===== config.mk =====
export PLATFORM = sky130hd
export DESIGN_NAME = cosine_similarity_threshold_core
export DESIGN_NICKNAME = d
export VERILOG_FILES = /design/src/design/cst_pkg.sv /design/src/design/cosine_similarity_threshold_core.sv /design/src/design/cst_datapath.sv /design/src/design/cst_controller.sv
export SDC_FILE = /design/constraint.sdc
export NUM_CORES = 2
export LEC_CHECK = 0
export ABC_AREA = 0
export BUFFER_PORTS_ARGS = -buffer_cell sky130_fd_sc_hd__buf_2
export CAP_MARGIN = 20
export CORE_UTILIZATION = 50
export CTS_CLUSTER_DIAMETER = 50
export DETAILED_ROUTE_END_ITERATION = 16
export PLACE_DENSITY = 0.68
export SLEW_MARGIN = 30
export SYNTH_ARGS = -nofsm -noshare
export SYNTH_HDL_FRONTEND = slang
export SYNTH_SLANG_ARGS = --single-unit

===== constraint.sdc =====
create_clock -name clk -period 12.9 [get_ports clk]
set_input_delay 2.58 -clock clk [delete_from_list [all_inputs] [get_ports clk]]
set_output_delay 2.58 -clock clk [all_outputs]
set_load 0.02 [all_outputs]

===== src/design/cst_pkg.sv =====
// shared types, widths and codes for the cosine similarity threshold block
`default_nettype none

package cst_pkg;

  localparam int VALUE_WIDTH = 16;
  localparam int THR_W       = 16;
  localparam int COUNT_W     = 16;
  localparam int DOT_W       = 42;
  localparam int NORM_W      = 41;
  localparam int TSQ_W       = 31;
  localparam int MP_W        = 42;
  localparam int PROD_W      = 113;
  localparam int LHS_SHIFT   = 30;

  // operand selection for the shared bit-serial multiplier
  localparam logic [1:0] MUL_SQ   = 2'd0;
  localparam logic [1:0] MUL_NORM = 2'd1;
  localparam logic [1:0] MUL_THR  = 2'd2;

  typedef struct packed {
    logic signed [VALUE_WIDTH-1:0] left_value;
    logic signed [VALUE_WIDTH-1:0] right_value;
    logic                          last_element;
  } cst_in_t;

  typedef struct packed {
    logic               is_match;
    logic [COUNT_W-1:0] match_count;
  } cst_out_t;

  typedef struct packed {
    logic       acc_en;
    logic       snap;
    logic       mul_load;
    logic [1:0] mul_sel;
    logic       mul_step;
    logic       decide;
    logic       emit;
  } cst_cmd_t;

  typedef struct packed {
    logic mul_done;
    logic slot_free;
  } cst_sts_t;

endpackage

`default_nettype wire


===== src/design/cosine_similarity_threshold_core.sv =====
// top level of the streaming cosine similarity threshold block
//
//  channel | dir | handshake            | payload
//  --------+-----+----------------------+-----------------------------------------
//  in      | in  | in_valid / in_stall  | left_value, right_value, last_element
//  out     | out | out_valid / out_stall| is_match, match_count
//  cfg     | in  | cfg_valid / cfg_ready| similarity_threshold (signed q1.15)
//
// a pair without the last mark is accumulated directly: three 16x16 products
//   and saturating accumulate, then in_stall stays low
// a last pair starts a decision that holds in_stall high until the emit step,
//   for a span set by the one bit-serial shift-add multiplier (one bit a cycle)
//   and by out_stall
// the result waits in an output register; out_stall only delays the emit step
// rst is synchronous: clears accumulators, match count, output valid, and
//   loads the threshold with 0.5
`default_nettype none

module cosine_similarity_threshold_core
  import cst_pkg::*;
(
  input  wire logic                    clk,
  input  wire logic                    rst,
  input  wire logic                    in_valid,
  output logic                         in_stall,
  input  wire cst_in_t                 in_data,
  output logic                         out_valid,
  input  wire logic                    out_stall,
  output cst_out_t                     out_data,
  input  wire logic                    cfg_valid,
  output logic                         cfg_ready,
  input  wire logic signed [THR_W-1:0] cfg_data
);

  cst_cmd_t cmd;
  cst_sts_t sts;

  // threshold register takes a request in any cycle
  assign cfg_ready = 1'b1;

  // sequencer: accept, snapshot, three multiplies, compare, emit
  cst_controller u_ctrl (
    .clk      (clk),
    .rst      (rst),
    .in_valid (in_valid),
    .in_last  (in_data.last_element),
    .in_stall (in_stall),
    .sts      (sts),
    .cmd      (cmd)
  );

  // accumulators, shared multiplier, exact compare and output register
  cst_datapath u_dp (
    .clk       (clk),
    .rst       (rst),
    .in_data   (in_data),
    .cfg_write (cfg_valid && cfg_ready),
    .cfg_data  (cfg_data),
    .cmd       (cmd),
    .sts       (sts),
    .out_valid (out_valid),
    .out_stall (out_stall),
    .out_data  (out_data)
  );

endmodule

`default_nettype wire


===== src/design/cst_datapath.sv =====
// accumulators, bit-serial multiplier, compare and output register
`default_nettype none

module cst_datapath
  import cst_pkg::*;
(
  input  wire logic                     clk,
  input  wire logic                     rst,
  input  wire cst_in_t                  in_data,
  input  wire logic                     cfg_write,
  input  wire logic signed [THR_W-1:0]  cfg_data,
  input  wire cst_cmd_t                 cmd,
  output cst_sts_t                      sts,
  output logic                          out_valid,
  input  wire logic                     out_stall,
  output cst_out_t                      out_data
);

  logic signed [THR_W-1:0]  similarity_threshold;
  logic signed [DOT_W-1:0]  dot_sum;
  logic [NORM_W-1:0]        left_norm_sum;
  logic [NORM_W-1:0]        right_norm_sum;
  logic [COUNT_W-1:0]       matches_seen;

  logic [NORM_W-1:0]        left_snap;
  logic [NORM_W-1:0]        right_snap;
  logic [TSQ_W-1:0]         tsq_snap;
  logic                     d_neg;
  logic                     d_zero;
  logic                     t_pos;

  logic [PROD_W-1:0]        mc;
  logic [MP_W-1:0]          mp;
  logic [PROD_W-1:0]        acc;
  logic [PROD_W-1:0]        lhs;
  logic                     match;

  // element products
  logic signed [2*VALUE_WIDTH-1:0] lr_prod;
  logic signed [2*VALUE_WIDTH-1:0] ll_prod;
  logic signed [2*VALUE_WIDTH-1:0] rr_prod;
  logic signed [DOT_W:0]           dot_wide;
  logic [NORM_W:0]                 left_wide;
  logic [NORM_W:0]                 right_wide;
  logic signed [DOT_W-1:0]         dot_next;
  logic [NORM_W-1:0]               left_next;
  logic [NORM_W-1:0]               right_next;

  logic [DOT_W-1:0]                d_mag;
  logic [THR_W-1:0]                t_mag;
  logic [2*THR_W-1:0]              t_sq_full;
  logic                            t_pos_now;
  logic                            norms_zero;
  logic                            match_next;
  logic [COUNT_W-1:0]              count_next;

  assign lr_prod = in_data.left_value * in_data.right_value;
  assign ll_prod = in_data.left_value * in_data.left_value;
  assign rr_prod = in_data.right_value * in_data.right_value;

  assign dot_wide   = (DOT_W+1)'(dot_sum) + (DOT_W+1)'(lr_prod);
  assign left_wide  = {1'b0, left_norm_sum} + (NORM_W+1)'(ll_prod[2*VALUE_WIDTH-2:0]);
  assign right_wide = {1'b0, right_norm_sum} + (NORM_W+1)'(rr_prod[2*VALUE_WIDTH-2:0]);

  // saturate instead of wrap on very long vectors
  always_comb begin
    if (dot_wide[DOT_W] != dot_wide[DOT_W-1]) begin
      dot_next = dot_wide[DOT_W] ? {1'b1, {(DOT_W-1){1'b0}}} : {1'b0, {(DOT_W-1){1'b1}}};
    end else begin
      dot_next = dot_wide[DOT_W-1:0];
    end
    left_next  = left_wide[NORM_W]  ? {NORM_W{1'b1}} : left_wide[NORM_W-1:0];
    right_next = right_wide[NORM_W] ? {NORM_W{1'b1}} : right_wide[NORM_W-1:0];
  end

  assign d_mag     = dot_sum[DOT_W-1] ? (~dot_sum + DOT_W'(1)) : dot_sum;
  assign t_mag     = similarity_threshold[THR_W-1] ?
                     (~similarity_threshold + THR_W'(1)) : similarity_threshold;
  assign t_sq_full = t_mag * t_mag;
  assign t_pos_now = !similarity_threshold[THR_W-1] && (similarity_threshold != '0);

  always_ff @(posedge clk) begin
    if (rst) begin
      similarity_threshold <= THR_W'(16384);
    end else if (cfg_write) begin
      similarity_threshold <= cfg_data;
    end
  end

  always_ff @(posedge clk) begin
    if (rst) begin
      dot_sum        <= '0;
      left_norm_sum  <= '0;
      right_norm_sum <= '0;
    end else if (cmd.snap) begin
      dot_sum        <= '0;
      left_norm_sum  <= '0;
      right_norm_sum <= '0;
    end else if (cmd.acc_en) begin
      dot_sum        <= dot_next;
      left_norm_sum  <= left_next;
      right_norm_sum <= right_next;
    end
  end

  always_ff @(posedge clk) begin
    if (cmd.snap) begin
      left_snap  <= left_norm_sum;
      right_snap <= right_norm_sum;
      tsq_snap   <= t_sq_full[TSQ_W-1:0];
      d_neg      <= dot_sum[DOT_W-1];
      d_zero     <= (dot_sum == '0);
      t_pos      <= t_pos_now;
    end
  end

  // shift-add multiplier, one multiplier bit per cycle
  always_ff @(posedge clk) begin
    if (cmd.mul_load) begin
      acc <= '0;
      case (cmd.mul_sel)
        MUL_SQ: begin
          mc <= PROD_W'(d_mag);
          mp <= d_mag;
        end
        MUL_NORM: begin
          mc <= PROD_W'(left_snap);
          mp <= MP_W'(right_snap);
        end
        default: begin
          mc <= acc;
          mp <= MP_W'(tsq_snap);
        end
      endcase
    end else if (cmd.mul_step) begin
      if (mp[0]) begin
        acc <= acc + mc;
      end
      mc <= mc << 1;
      mp <= mp >> 1;
    end
  end

  always_ff @(posedge clk) begin
    if (cmd.mul_load && (cmd.mul_sel == MUL_NORM)) begin
      lhs <= {acc[PROD_W-LHS_SHIFT-1:0], {LHS_SHIFT{1'b0}}};
    end
  end

  assign sts = {(mp == '0), (!out_valid || !out_stall)};

  // exact sign-case compare; acc now holds the threshold side
  assign norms_zero = (left_snap == '0) || (right_snap == '0);
  always_comb begin
    if (norms_zero) begin
      match_next = 1'b0;
    end else if (!t_pos && !d_neg) begin
      match_next = 1'b1;
    end else if (t_pos && (d_neg || d_zero)) begin
      match_next = 1'b0;
    end else if (t_pos) begin
      match_next = (lhs >= acc);
    end else begin
      match_next = (lhs <= acc);
    end
  end

  always_ff @(posedge clk) begin
    if (cmd.decide) begin
      match <= match_next;
    end
  end

  assign count_next = (match && (matches_seen != {COUNT_W{1'b1}})) ?
                      matches_seen + COUNT_W'(1) : matches_seen;

  always_ff @(posedge clk) begin
    if (rst) begin
      matches_seen <= '0;
    end else if (cmd.emit) begin
      matches_seen <= count_next;
    end
  end

  always_ff @(posedge clk) begin
    if (rst) begin
      out_valid <= 1'b0;
    end else if (cmd.emit) begin
      out_valid <= 1'b1;
    end else if (!out_stall) begin
      out_valid <= 1'b0;
    end
  end

  always_ff @(posedge clk) begin
    if (cmd.emit) begin
      out_data.is_match    <= match;
      out_data.match_count <= count_next;
    end
  end

  a_snap_clears: assert property (@(posedge clk) disable iff (rst)
    cmd.snap |=> (dot_sum == '0) && (left_norm_sum == '0) && (right_norm_sum == '0))
    else $error("accumulators not cleared after snapshot");

  a_count_monotonic: assert property (@(posedge clk) disable iff (rst)
    cmd.emit |=> (matches_seen >= $past(matches_seen)))
    else $error("match count went down");

  a_emit_slot: assert property (@(posedge clk) disable iff (rst)
    cmd.emit |-> sts.slot_free)
    else $error("result emitted over a pending result");

endmodule

`default_nettype wire


===== src/design/cst_controller.sv =====
// sequencer for accumulation, the three multiplies, compare and emit
`default_nettype none

module cst_controller
  import cst_pkg::*;
(
  input  wire logic     clk,
  input  wire logic     rst,
  input  wire logic     in_valid,
  input  wire logic     in_last,
  output logic          in_stall,
  input  wire cst_sts_t sts,
  output cst_cmd_t      cmd
);

  localparam logic [2:0] S_IDLE     = 3'd0;
  localparam logic [2:0] S_START    = 3'd1;
  localparam logic [2:0] S_MUL_SQ   = 3'd2;
  localparam logic [2:0] S_MUL_NORM = 3'd3;
  localparam logic [2:0] S_MUL_THR  = 3'd4;
  localparam logic [2:0] S_DECIDE   = 3'd5;
  localparam logic [2:0] S_EMIT     = 3'd6;

  logic [2:0] state;
  logic [2:0] state_next;

  assign in_stall = (state != S_IDLE);

  always_comb begin
    state_next = state;
    cmd        = '0;
    unique case (state)
      S_IDLE: begin
        cmd.acc_en = in_valid;
        if (in_valid && in_last) begin
          state_next = S_START;
        end
      end
      S_START: begin
        cmd.snap     = 1'b1;
        cmd.mul_load = 1'b1;
        cmd.mul_sel  = MUL_SQ;
        state_next   = S_MUL_SQ;
      end
      S_MUL_SQ: begin
        if (sts.mul_done) begin
          cmd.mul_load = 1'b1;
          cmd.mul_sel  = MUL_NORM;
          state_next   = S_MUL_NORM;
        end else begin
          cmd.mul_step = 1'b1;
        end
      end
      S_MUL_NORM: begin
        if (sts.mul_done) begin
          cmd.mul_load = 1'b1;
          cmd.mul_sel  = MUL_THR;
          state_next   = S_MUL_THR;
        end else begin
          cmd.mul_step = 1'b1;
        end
      end
      S_MUL_THR: begin
        if (sts.mul_done) begin
          state_next = S_DECIDE;
        end else begin
          cmd.mul_step = 1'b1;
        end
      end
      S_DECIDE: begin
        cmd.decide = 1'b1;
        state_next = S_EMIT;
      end
      S_EMIT: begin
        if (sts.slot_free) begin
          cmd.emit   = 1'b1;
          state_next = S_IDLE;
        end
      end
      default: begin
        state_next = S_IDLE;
      end
    endcase
  end

  always_ff @(posedge clk) begin
    if (rst) begin
      state <= S_IDLE;
    end else begin
      state <= state_next;
    end
  end

  a_last_starts: assert property (@(posedge clk) disable iff (rst)
    (in_valid && !in_stall && in_last) |=> (state == S_START))
    else $error("last pair did not start a decision");

  a_emit_waits: assert property (@(posedge clk) disable iff (rst)
    (state == S_EMIT && !sts.slot_free) |=> (state == S_EMIT))
    else $error("left emit state with output slot busy");

endmodule

`default_nettype wire

==> reports/summary.log <==
[critical_path] Critical Path Source Type input pin
[timing] count of final hold-check violations 0
[logic_synthesis] Synth area leaders fa_1 (26%), edfxtp_1 (15%), ha_1 (11%)
[final_layout] share of cells above drive strength 1 4.519%
[job] number of maximum-capacitance constraint violations 0
[die] area enclosed by the die boundary 150,200 µm²
[min_path] class of the worst hold path reg -> reg
[clock_network] Sinks on Clock Net 644
[logic_synthesis] Syn Std Cell Area 74,300 µm²
[critical_path] data required time of the critical path 13.48 ns
[grt] antenna violations before repair 4
[timing] final-report setup violation count 0
[logic_synthesis] share of flip-flops with an asynchronous set or reset after synthesis 0%
[timing] ratio of final minimum period to clock period 87.23%
[timing] time the final worst path needs with I/O delays and setup 11.25 ns
[grt] global-route wire length before repair 330.6 mm
[critical_path] source of the worst register-to-register timing path u_dp.similarity_threshold[0]
[logic_synthesis] commonest register cell after synthesis edfxtp_1
[critical_path] CP Capture Type flop
[grt] GR met2 Demand/Resource 45.96%
[status] outcome finished, final reports clean
[timing] actual slew at the worst max-slew pin 1.075 ns
[critical_path] crit path kind in -> reg
[clock_network] clock transition time at the flip-flop clock pins of the worst setup and hold paths 0.06 ns
[clock_network] Skew-Pair Late Insertion Delay 0.71 ns
[logic_synthesis] cell types with the highest counts after synthesis inv_1 (1,352), fa_1 (960), nand2_1 (855)
[logic_synthesis] count of flip-flops with a built-in enable after synthesis 371
[critical_path] Bufs and invs on worst path 6
[min_path] beginning of the worst hold path u_dp.acc[112]
[place] Port Buffers 72
[timing] setup repair after global routing missed its margin no
[routing] number of antenna-violating nets in the routed design 0
[routing] violation count after the first detailed-routing iteration 4,796
[final_layout] post-synthesis to final-layout area growth 6.704%
[clock_network] buffers inserted by post-CTS timing repair 0
[die] number of placement rows 141
[die] DIE HEIGHT 387.5 µm
[routing] number of detailed-routing iterations run before antenna repair 6
[logic_synthesis] portion of the post-synthesis area used by sequential elements 22.35%
[grt] grt ovf 0
[routing] routed wire length per instance 20.99 µm
[clock_network] PostCTS Resize Cnt 0
[timing] relative slew slack 27.54%
[logic_synthesis] post-synthesis cell count 8,121
[timing] number of slew-limit violations in the final report 0
[die] count of pins on the block boundary 74
[logic_synthesis] average instance area after synthesis 9.149 µm²
[timing] clk_skew 0.04525 ns
[timing] accumulated negative setup slack 0 ns
[routing] drt drc 0
[grt] vias in the first global route 58,654
[routing] Routed WL 210.5 mm
[final_layout] Post-layout nets 9,703
[die] Std-Cell Core Area 147,700 µm²
[die] die outline width 387.5 µm
[clock_network] number of levels in the clock H-tree 3
[clock_network] maximum count of clock buffers along a single path 3
[die] starting density of the core 50.32%
[logic_synthesis] count of synthesis-stage warnings from yosys 0
[timing] maximum operating frequency 0.08887 GHz
[clock_network] TritonCTS clock tree yes
[logic_synthesis] count of distinct cell types in the synthesized netlist 87
[logic_synthesis] cell type with the highest aggregate area in the netlist fa_1
[critical_path] launching instance or port of the critical path in_data[3]
[grt] global router's overall resource usage 28.16%
[critical_path] family with the most delay on the worst path compound AO/OA/AOI/OAI gates
[grt] met3 demand-to-capacity share in global routing 3.979%
[place] routability cong. 0.9746
[grt] busiest metal layer after global routing met2
[critical_path] slowest CP cell a31oi_2
[routing] average via count per standard cell 5.750
[critical_path] Arrival @ worst endpoint 11.83 ns
[grt] maximum number of pins on one net before global-route repair 108
[logic_synthesis] number of register bits inferred by synthesis 644
[clock_network] # hold bufs at CTS 0
[logic_synthesis] most frequently used cell type in the post-synthesis netlist inv_1
[logic_synthesis] area share of the largest cell type after synthesis 25.87%
[critical_path] CP peak stage delay 0.86 ns
[final_layout] antenna cells 0
[clock_network] clock root buffer master clkbuf_16
[grt] grt met1 use 37.32%
[place] HPWL reported at the end of detailed placement 166.9 mm
[critical_path] highest fanout seen on the critical path 28
[routing] total vias in the final route 57,669
[clock_network] cts bufs inserted 85
[path summary, 6_finish.rpt]
path                            cells after the start                     end  slack, ns
worst max-delay path                               34  u_dp.right_norm_sum[1]       1.65
worst min-delay path                                1           u_dp.acc[112]       0.47
worst max register to register                     25       u_dp.tsq_snap[30]       3.30
worst min register to register                      1           u_dp.acc[112]       0.47
[sequential cells by signal, summed over array words and instances (netlist names), 3 cells and up]
name,flops
u_dp.matches_seen,16
u_dp.left_snap,41
u_dp.out_data,17
u_dp.right_norm_sum,41
u_dp.dot_sum,42
u_dp.right_snap,41
u_dp.mc,113
u_ctrl.state,3
u_dp.mp,42
u_dp.lhs,83
u_dp.tsq_snap,30
u_dp.acc,113
u_dp.left_norm_sum,41
u_dp.similarity_threshold,16
[area by class of cell]
cell class | count | area [µm²]
well taps | 1930 | 2415
clock buffers | 111 | 2369
flip-flops and latches | 644 | 16610
repair buffers | 130 | 810.8
multi-input cells | 5800 | 51480
fillers | 13329 | 68380
clock inverters | 48 | 462.9
inverters | 1367 | 5139
[worst reg2reg max path, delay by kind of cell (launching register included)]
kind,cells,cell delay [ns]
AO/OA/AOI/OAI,6,2.24
XOR/XNOR,2,0.81
adder cells (fa/ha/maj),8,3.39
buffers and inverters,4,1.14
flip-flops,1,0.49
AND/OR/NAND/NOR,5,1.30
[metal layers]
layer | vias to the layer above | part of all wire, %
li1 | 26654 | -
met4 | 6 | 4.8
met2 | 2010 | 46
met3 | 410 | 7.2
met5 | - | 0.016
met1 | 28589 | 42
[through the flow]
stage / hold slack [ns] / cell area (µm²) / instances / worst slack (ns) / util [%]
finish: 0.4671 / 79280 / 10030 / 1.648 / 53.69
global route: 0.4768 / 79280 / 10030 / 1.026 / 53.69
CTS: 0.4662 / 79270 / 10030 / 1.778 / 53.68
detailed placement: 0.4492 / 76440 / 9871 / 1.077 / 51.76
global placement: 0.4445 / 76420 / 9871 / 1.192 / 51.75
floorplan: 0.4230 / 74340 / 8132 / 0.6989 / -
[cells by family (layout without fill, tap and decap cells)]
| family | count (synthesis) | in the layout | synth area share [%] |
|---|---|---|---|
| other cells | 2 | 13 | 0.01011 |
| buf+inv | 1688 | 1656 | 8.561 |
| compound gates | 1659 | 1659 | 13.73 |
| xor+xnor | 402 | 402 | 4.739 |
| simple gates | 2035 | 2035 | 12.65 |
| fa+ha+maj | 1623 | 1623 | 37.02 |
| flops | 644 | 644 | 22.35 |
| mux | 68 | 68 | 0.9363 |
[cell usage in the layout, fill, tap and decap left out, types with 37 or more instances in the layout]
master,netlist,final
buf_4,3,54
inv_1,1352,1351
nor3_1,76,74
a31oi_1,44,43
clkbuf_16,0,88
a21o_1,189,189
nand2b_1,63,62
a211oi_1,79,79
nor2b_1,46,46
and3_1,42,42
fa_1,960,959
o21ai_0,466,463
a21oi_1,499,499
o21a_1,38,37
nand2_1,855,852
ha_1,661,661
o21bai_1,61,61
nand3_1,89,89
dfxtp_1,273,272
xnor2_1,244,243
edfxtp_1,371,371
nor2_1,444,441
o31ai_1,49,49
xor2_1,158,157
and2_1,165,164
nand4_1,100,100
mux2i_1,56,56
buf_2,11,72
nor4_1,54,54
Power is not shown: default switching activity piles up to over one toggle a cycle in this logic, so the estimate is an artifact.
